===== config.mk =====
export PLATFORM = sky130hd
export DESIGN_NAME = pls_cell
export DESIGN_NICKNAME = d
export VERILOG_FILES = /design/src/rtl/pls_pkg.sv /design/src/rtl/pls_cell.sv
export SDC_FILE = /design/constraint.sdc
export NUM_CORES = 1
export LEC_CHECK = 0
export BUFFER_PORTS_ARGS = -buffer_cell sky130_fd_sc_hd__buf_2
export CORE_ASPECT_RATIO = 2
export CORE_MARGIN = 10
export CORE_UTILIZATION = 43
export DETAILED_ROUTE_END_ITERATION = 7
export PLACE_DENSITY = 0.87
export SYNTH_ARGS = -nofsm -noshare
export SYNTH_HDL_FRONTEND = slang
export SYNTH_SLANG_ARGS = --single-unit

===== constraint.sdc =====
create_clock -name clk -period 7.25 [get_ports clk]
set_clock_uncertainty 0.15 [all_clocks]
set_input_delay 1.0875 -clock clk [delete_from_list [all_inputs] [get_ports clk]]
set_output_delay 1.0875 -clock clk [all_outputs]
set_load 0.02 [all_outputs]

===== src/rtl/pls_pkg.sv =====
// pls_pkg: shared types, sizes and codes of the positional list store.
// No dependencies; every other file of the block refers to it by scoped names.
package pls_pkg;

  // Storage size.
  localparam int CAPACITY = 1024;

  // Field widths.
  localparam int KIND_W   = 3;
  localparam int POS_W    = 10;
  localparam int VALUE_W  = 32;
  localparam int STATUS_W = 2;
  localparam int LEN_W    = 11;

  // Element count register holds 0 .. CAPACITY.
  localparam int COUNT_W = $clog2(CAPACITY + 1);
  // Comparison width wide enough for any position and any count.
  localparam int CMP_W   = 17;

  // Read tree: groups of cells, one mux level per registered stage.
  localparam int GROUP_W    = 5;
  localparam int GROUP      = 1 << GROUP_W;
  localparam int NUM_GROUPS = (CAPACITY + GROUP - 1) / GROUP;
  localparam int GSEL_W     = (NUM_GROUPS > 1) ? $clog2(NUM_GROUPS) : 1;
  localparam int SEL_EXT_W  = 16;

  // Operation codes.
  localparam logic [KIND_W-1:0] KIND_READ     = 3'd0;
  localparam logic [KIND_W-1:0] KIND_INS_HEAD = 3'd1;
  localparam logic [KIND_W-1:0] KIND_INS_TAIL = 3'd2;
  localparam logic [KIND_W-1:0] KIND_INS_AT   = 3'd3;
  localparam logic [KIND_W-1:0] KIND_DELETE   = 3'd4;

  // Result status codes.
  localparam logic [STATUS_W-1:0] STATUS_DONE  = 2'd0;
  localparam logic [STATUS_W-1:0] STATUS_RANGE = 2'd1;
  localparam logic [STATUS_W-1:0] STATUS_FULL  = 2'd2;

  typedef logic signed [VALUE_W-1:0] elem_t;

  localparam elem_t NO_VALUE = -32'sd1;

  typedef struct packed {
    logic [KIND_W-1:0] kind;
    logic [POS_W-1:0]  position;
    elem_t             value;
  } in_item_t;

  typedef struct packed {
    elem_t               read_value;
    logic [STATUS_W-1:0] status;
    logic [LEN_W-1:0]    length;
  } out_item_t;

  // Broadcast to every cell of the chain.
  typedef struct packed {
    logic             ins;
    logic             del;
    logic [CMP_W-1:0] pos;
    elem_t            value;
  } cell_ctrl_t;

endpackage


===== src/rtl/pls_cell.sv =====
// pls_cell: one storage cell of the element chain.
// Depends on pls_pkg for the element type and the broadcast control struct.
module pls_cell (
  input  logic                      clk,
  input  pls_pkg::cell_ctrl_t       ctrl,
  input  logic [pls_pkg::CMP_W-1:0] idx,
  input  pls_pkg::elem_t            left,
  input  pls_pkg::elem_t            right,
  output pls_pkg::elem_t            data
);

  // Insert: take the new value at the insert point, shift up above it.
  // Delete: pull down from the right neighbour at and above the point.
  always_ff @(posedge clk) begin
    if (ctrl.ins) begin
      if (idx == ctrl.pos) begin
        data <= ctrl.value;
      end else if (idx > ctrl.pos) begin
        data <= left;
      end
    end else if (ctrl.del) begin
      if (idx >= ctrl.pos) begin
        data <= right;
      end
    end
  end

endmodule


==> results of run 1 <==
[worst paths after layout]
check	from	to	slack, ns	cells past startpoint
setup / recovery	ctrl[47]	data[20]	3.94	7
hold / removal	right[19]	data[19]	0.97	3
[per-stage QoR]
step | hold slack, ns | setup WS (ns) | power, mW | utilization, % | instance area, µm²
after floorplan | 1.16 | 3.03 | 0.324 | - | 2070
after global placement | 1.26 | 3.69 | 0.392 | 63.0 | 2920
after detailed placement | 1.26 | 3.60 | 0.398 | 63.0 | 2920
after CTS | 0.970 | 3.90 | 0.566 | 65.4 | 3030
after global routing | 0.972 | 3.72 | 0.588 | 65.4 | 3030
final | 0.975 | 3.94 | 0.558 | 65.4 | 3030
[kinds of logic (layout without fill, tap and decap cells)]
kind of cell / after synthesis / after routing / share of synthesized area [%]
simple gates: 45 / 45 / 10.2
mux: 32 / 32 / 15.5
compound gates: 45 / 45 / 11.5
flops: 32 / 32 / 46.4
buf+inv: 28 / 191 / 6.16
fa+ha+maj: 17 / 17 / 10.3
[worst max-delay path, delay by kind of cell]
| kind | cells | cell delay [ns] |
|---|---|---|
| compound gates | 2 | 1.04 |
| fa+ha+maj | 1 | 0.31 |
| buf+inv | 2 | 0.11 |
| simple gates | 2 | 0.50 |
[routing by layer]
metal | global-route usage, % | up-vias
met2 | 30.6 | 118
met1 | 14.3 | 913
met4 | 8.99 | 0
met3 | 6.03 | 23
li1 | - | 1043
met5 | 0 | -
[synth_stat cells]
master    count  area share (%)
nand2_1       1            0.18
ha_1         17              10
nor2_1       34             6.2
edfxtp_1     32              46
a21oi_1      38             9.2
nor4_4        1             1.0
a211oi_1      1            0.36
mux2i_1      32              15
a21o_1        2            0.72
buf_6         3             1.6
a31oi_1       1            0.30
a21boi_0      1            0.36
nand4_1       3            0.91
o21ai_0       1            0.24
clkbuf_1      7             1.3
nand2_2       1            0.30
nand3_1       4            0.97
nand4_2       1            0.60
inv_1        18             3.3
o31ai_1       1            0.36
[where the power goes]
group,internal (mW),switching (mW)
sequential,0.236,0.00569
clock,0.102,0.0656
combinational,0.0613,0.0883
[area by class of cell]
class,count,area share (%)
Multi-Input combinational cell,139,32.9
Sequential cell,32,31.7
Timing Repair Buffer,165,27.3
Clock buffer,5,2.27
Tap cell,55,2.27
Inverter,18,2.23
Clock inverter,3,1.40
==> impl_results.md, run 1 <==
* Worst-path clk slew at 0.07 ns
* Max-cap violations at 0
* Die W at 69.1 µm
* Inserted Clock Buffers at 5
* Post-DR wirelength/cell at 16.5 µm
* DP Cell Count at 409
* Crit-path slowest cell: a31oi_4
* Vias at 2097
* DIE AREA at 8160 µm²
* Syn Std Cell Area at 2070 µm²
* Synthesis-to-layout area growth at 46.5%
* Setup_tns at 0 ns
* Seq/Total Area, Yosys at 46.4%
* CTS Hold Buffers Added at 0
* Crit-path cells: buf_2, inv_1, ha_1, nand4_2, nor4_4, o21ai_0, a31oi_4
* Share of layout cells above drive strength 1 at 48.9%
* Post-DP HPWL at 5.88 mm
* VDD IR max at 0.141 mV
* PortBufs at 164
* Netlist cell types at 20
* Max Root-Sink Buffers at 2
* FF+latch area at 961 µm²
* DR vias/cell at 5.03
* H-tree depth at 2
* Fmax at 302 MHz
* Startpoint types: input port
* Yosys Warn Count at 0
* GRT Resource Usage Total at 16.4%
* WP data arrival at 3.06 ns
* Avg Inst Size Synth at 10.4 µm²
* Synth Instances at 199
* Initial core utilization at 44.6%
* First-pass GRT wire length at 11.2 mm
* ANT nets after route at 0
* Most common cell after layout, fill and taps aside: buf_2
* RSZ-0062 raised after global routing: no
* I/O pin total at 165
* Core area at 4640 µm²
* Slew headroom at 30.7%
* Largest net degree at the start of global routing at 66
* Least-Margin Pin Slew at 1.04 ns
* Fill count at 400
* Residual DRC at 0
* Max FFs per register at 32
* CP Class: in2reg
* Multi-input logic area at 997 µm²
* Grt total ovfl at 0
* Critical Path Max Stage Delay at 0.85 ns
* Net Count, Synth at 349
* Leakage at 1.74 nW
* Slew Limit Fails at 0
* Reg with most FFs: data
* Site Rows at 35
* Tightest Hold Check Type: in2reg
* Nets at 511
* Die Ht at 118 µm
* Fin cells at 417
* Setup violations, final at 0
* Period utilization at 45.7%
* Top routing layer used: met4
* Met1 wire length at 2.29 mm
* Register bit total from synthesis at 32
* Clock root buffer: clkbuf_8
* Placer Congestion at 0.803
* Number of global-route vias before repair at 2429
* Starting DRT DRC Count at 70
* P per Cell Area at 184 nW/µm²
* Regs by FF count: data (32)
* Met2 wire len at 3.69 mm
* Final Hold Fails at 0
* CP Capture Type: flop
* Final worst path period need at 3.31 ns
* Clock tree sinks at 32
* TritonCTS clock tree: done
* Most frequent cells in the layout: buf_2, a21oi_1, nor2_1
* Req. time, crit path at 6.99 ns
* Post-CTS Setup Bufs at 0
* Crit-path max FO at 32
* Drt pass-1 iters at 4
* Total wire length at 6.87 mm
* Outcome: complete, no violations
* Post-CTS resize count at 0
* Ant diodes at 0
* Initial antenna violation count at 0
* WL met3 at 594 µm
(Power assumes the default switching activity.)
==> inputs of run 2 (changes only) <==
CORE_UTILIZATION = 36   (was 43)
PLACE_DENSITY = 0.78   (was 0.87)
clock period = 2.9 ns   (was 7.25 ns; I/O delays follow)
==> impl_results.md, run 2 (same netlist as run 1, synthesis figures left out) <==
* Setup_tns at 0 ns
* Worst-path clk slew at 0.05 ns
* Drt pass-1 iters at 4
* Tightest Hold Check Type: in2reg
* Setup ws final at 0.583 ns
* Critical Path End: data[4]
* CP delay by family, top: compound AO/OA/AOI/OAI gates
* Dpl cell area at 2990 µm²
* PortBufs at 164
* Initial antenna violation count at 0
* Sw power at 409 µW
* Least-Margin Pin Slew at 0.568 ns
* Clock tree sinks at 32
* CP Depth at 8
* Util after Layout at 55.6%
* Post-DP HPWL at 6.22 mm
* Combinational Power Share at 24.9%
* Final worst path period need at 2.32 ns
* WP data arrival at 2.14 ns
* Starting DRT DRC Count at 61
* Max Root-Sink Buffers at 2
* Core area at 5660 µm²
* ANT nets after route at 0
* Initial core utilization at 36.6%
* Dpl ws at 0.279 ns
* Post-CTS Setup Bufs at 0
* Setup violations, final at 0
* Residual DRC at 0
* Buffers and inverters on the worst path at 3
* Most common cell after layout, fill and taps aside: buf_2
* Post-route cell area at 3150 µm²
* Crit-path cells: buf_2, inv_1, ha_1, nand4_2, nor4_4, o21ai_0, a31oi_4, buf_4
* Die Ht at 127 µm
* Slew Limit Fails at 0
* Fill count at 521
* Fmax at 432 MHz
* Max-cap violations at 0
* Sw frac at 26.3%
* VDD IR max at 0.359 mV
* Crit-path slowest cell: nor4_4
* Final Hold Fails at 0
* Inserted Clock Buffers at 5
* CP Class: in2reg
* CP Capture Type: flop
* Sequential power share at 38.7%
* TritonCTS clock tree: done
* Regs by FF count: data (32)
* Req. time, crit path at 2.73 ns
* RSZ-0062 raised after global routing: no
* Total wire length at 7.10 mm
* Grt total ovfl at 0
* Slew headroom at 62.1%
* Startpoint types: input port
* First-pass GRT wire length at 10.9 mm
* Synthesis-to-layout area growth at 52.0%
* Leakage at 1.79 nW
* Outcome: complete, no violations
* P per Cell Area at 495 nW/µm²
* Clock root buffer: clkbuf_16
* Reg with most FFs: data
* Post-DR wirelength/cell at 16.6 µm
* Critical Path Start: ctrl[47]
* Period utilization at 79.9%
* Max FFs per register at 32
* H-tree depth at 2
* GRT Resource Usage Total at 14.4%
* Most frequent cells in the layout: buf_2, a21oi_1, nor2_1
* Die W at 73.6 µm
* DR vias/cell at 4.80
* Largest net degree at the start of global routing at 65
* CTS Hold Buffers Added at 0
* Clock Power Share at 36.3%
* DIE AREA at 9370 µm²
* WHS Path Cells at 3
* Site Rows at 39
* Critical Path Max Stage Delay at 0.34 ns
* Number of global-route vias before repair at 2410
* Ant diodes at 0
* Placer Congestion at 0.780
* Nets at 515
* I/O pin total at 165
* Vias at 2048
* Crit-path max FO at 8
* Share of layout cells above drive strength 1 at 48.9%
* Post-CTS resize count at 0
* Cell Int Power at 1.15 mW
==> run 2: area by class of cell <==
cell class | count | area (µm²) | area share (%)
well taps | 61 | 76.3 | 2.42
flip-flops and latches | 32 | 961 | 30.5
clock inverters | 3 | 37.5 | 1.19
repair buffers | 169 | 883 | 28.1
clock buffers | 5 | 125 | 3.97
multi-input cells | 139 | 997 | 31.7
inverters | 18 | 67.6 | 2.15
==> run 2: worst min path at each step <==
stage | startpoint | end | slack (ns)
final | right[30] | data[30] | 0.34
after global routing | right[0] | data[0] | 0.36
after CTS | right[30] | data[30] | 0.33
after detailed placement | right[30] | data[30] | 0.61
after global placement | right[29] | data[29] | 0.60
after floorplan | right[0] | data[0] | 0.51
==> run 2: per-stage QoR <==
stage                     instances  power (mW)  hold WS [ns]
after floorplan                 199       0.810         0.511
after global placement          419       0.993         0.605
after detailed placement        419        1.01         0.611
after CTS                       427        1.58         0.332
after global routing            427        1.64         0.363
final                           427        1.56         0.343
==> run 2: power by group through the flow <==
stage / registers [mW] / clock network, mW / logic [mW]
2_1_floorplan: 0.704 / 0 / 0.107
3_3_place_gp: 0.611 / 0 / 0.382
3_5_place_dp: 0.614 / 0 / 0.395
4_1_cts: 0.605 / 0.581 / 0.396
5_1_grt: 0.610 / 0.602 / 0.425
6_report: 0.604 / 0.566 / 0.389
==> run 2: worst min-delay path, cell delays in order <==
cell     delay [ns]
buf_2          0.07
nor2_1         0.03
a21oi_1        0.10
==> run 2: metal layers <==
layer	part of all wire, %	global-route usage (%)
met2	55	27.0
met5	0	0
met1	33	12.9
met4	2.4	5.40
met3	9.4	5.81
==> inputs of run 3 (changes only) <==
clock period = 2.1 ns   (was 2.9 ns; I/O delays follow)
==> impl_results.md, run 3 (same netlist as run 1, synthesis figures left out) <==
* Synthesis-to-layout area growth at 62.7%
* Final Hold Fails at 0
* Crit-path max FO at 18
* Residual DRC at 0
* DP Cell Count at 424
* Ant diodes at 0
* P per Cell Area at 657 nW/µm²
* Max Root-Sink Buffers at 2
* Post-DP HPWL at 6.14 mm
* WP data arrival at 1.87 ns
* Site Rows at 39
* Worst hold start: right[14]
* Outcome: complete, no violations
* Req. time, crit path at 1.95 ns
* Clock root buffer: clkbuf_16
* Clock tree sinks at 32
* Worst-path clk slew at 0.05 ns
* Period utilization at 96.0%
* DIE AREA at 9370 µm²
* Initial antenna violation count at 0
* Setup_tns at 0 ns
* DR vias/cell at 4.81
* Reg with most FFs: data
* CP Class: in2reg
* Least-Margin Pin Slew at 0.395 ns
* Final worst path period need at 2.02 ns
* Starting DRT DRC Count at 69
* Regs by FF count: data (32)
* H-tree depth at 2
* Max-cap violations at 0
* WHS Endpoint: data[14]
* Met2 wire len at 3.96 mm
* TritonCTS clock tree: done
* PortBufs at 164
* Util after Layout at 59.5%
* Setup violations, final at 0
* Slew headroom at 73.5%
* Nets at 521
* Largest net degree at the start of global routing at 65
* Fin cells at 433
* Slew Limit Fails at 0
* Die W at 73.6 µm
* Drt pass-1 iters at 4
* GRT Resource Usage Total at 14.4%
* CP Capture Type: flop
* ANT nets after route at 0
* Critical Path Start: ctrl[41]
* Total wire length at 7.02 mm
* Number of global-route vias before repair at 2355
* Vias at 2084
* Inserted Clock Buffers at 5
* Top routing layer used: met4
* Grt total ovfl at 0
* Core area at 5660 µm²
* Share of layout cells above drive strength 1 at 55.1%
* Tightest Hold Check Type: in2reg
* Met1 wire length at 2.09 mm
* Die Ht at 127 µm
* VDD IR max at 0.667 mV
* WHS Path Cells at 3
* Placer Congestion at 0.743
* I/O pin total at 165
* Leakage at 1.82 nW
* WL met3 at 799 µm
* Most frequent cells in the layout: buf_2, a21oi_1, nor2_1
* Most common cell after layout, fill and taps aside: buf_2
* Fmax at 496 MHz
* First-pass GRT wire length at 10.8 mm
* Post-DR wirelength/cell at 16.2 µm
* Total power at 2.21 mW
* Initial core utilization at 36.6%
* Startpoint types: input port
* Max FFs per register at 32
==> run 3: cell count changes in the layout (fill, tap and decap cells not counted), moves of 3 or more <==
cell,previous run,this run
buf_12,2,5
inv_4,0,5
ha_1,17,9
inv_1,18,10
ha_4,0,8
buf_4,3,6
==> run 3: through the flow <==
step | hold WS [ns] | cell area [µm²] | setup slack, ns
2_1_floorplan | 0.391 | 2210 | -0.268
3_3_place_gp | 0.477 | 3190 | -0.177
3_5_place_dp | 0.486 | 3190 | -0.229
4_1_cts | 0.206 | 3350 | 0.0555
5_1_grt | 0.229 | 3370 | -0.0137
6_report | 0.212 | 3370 | 0.0843
==> run 3: worst max-delay path by stage <==
stage               cells past startpoint  endpoint  slack (ns)
floorplan                               6   data[0]       -0.27
finish                                  9  data[23]        0.08
detailed placement                      9  data[23]       -0.23
CTS                                     9  data[23]        0.06
global route                            9  data[16]       -0.01
global placement                        9  data[26]       -0.18
==> run 3: per-layer routing <==
metal  GRT usage, %  vias to the layer above
met5              0                        -
met4           5.62                        0
met3           5.97                       13
met2           27.3                       95
met1           12.4                      913
li1               -                     1063
==> run 3: cell type report <==
type / instances / area, µm²
Clock inverter: 2 / 35.0
Timing Repair Buffer: 175 / 966
Fill cell: 508 / 2290
Tap cell: 61 / 76.3
Multi-Input combinational cell: 139 / 1110
Sequential cell: 32 / 961
Inverter: 18 / 92.6
Clock buffer: 6 / 129
==> run 3: worst max-delay path, stage by stage <==
cell     delay (ns)
buf_2          0.10
inv_4          0.04
ha_4           0.25
nand4_1        0.18
nor4_4         0.36
nand2_2        0.16
buf_12         0.20
mux2i_1        0.16
a21oi_1        0.10
==> run 3: repair_timing <==
item,in CTS,in global routing
resized for setup,0,2
hold buffers,0,0
endpoints found under the setup margin,0,23
buffers inserted,0,1
==> run 3: power by group <==
group	switching, mW	internal, mW
clock	0.245	0.557
combinational	0.325	0.253
sequential	0.0190	0.814
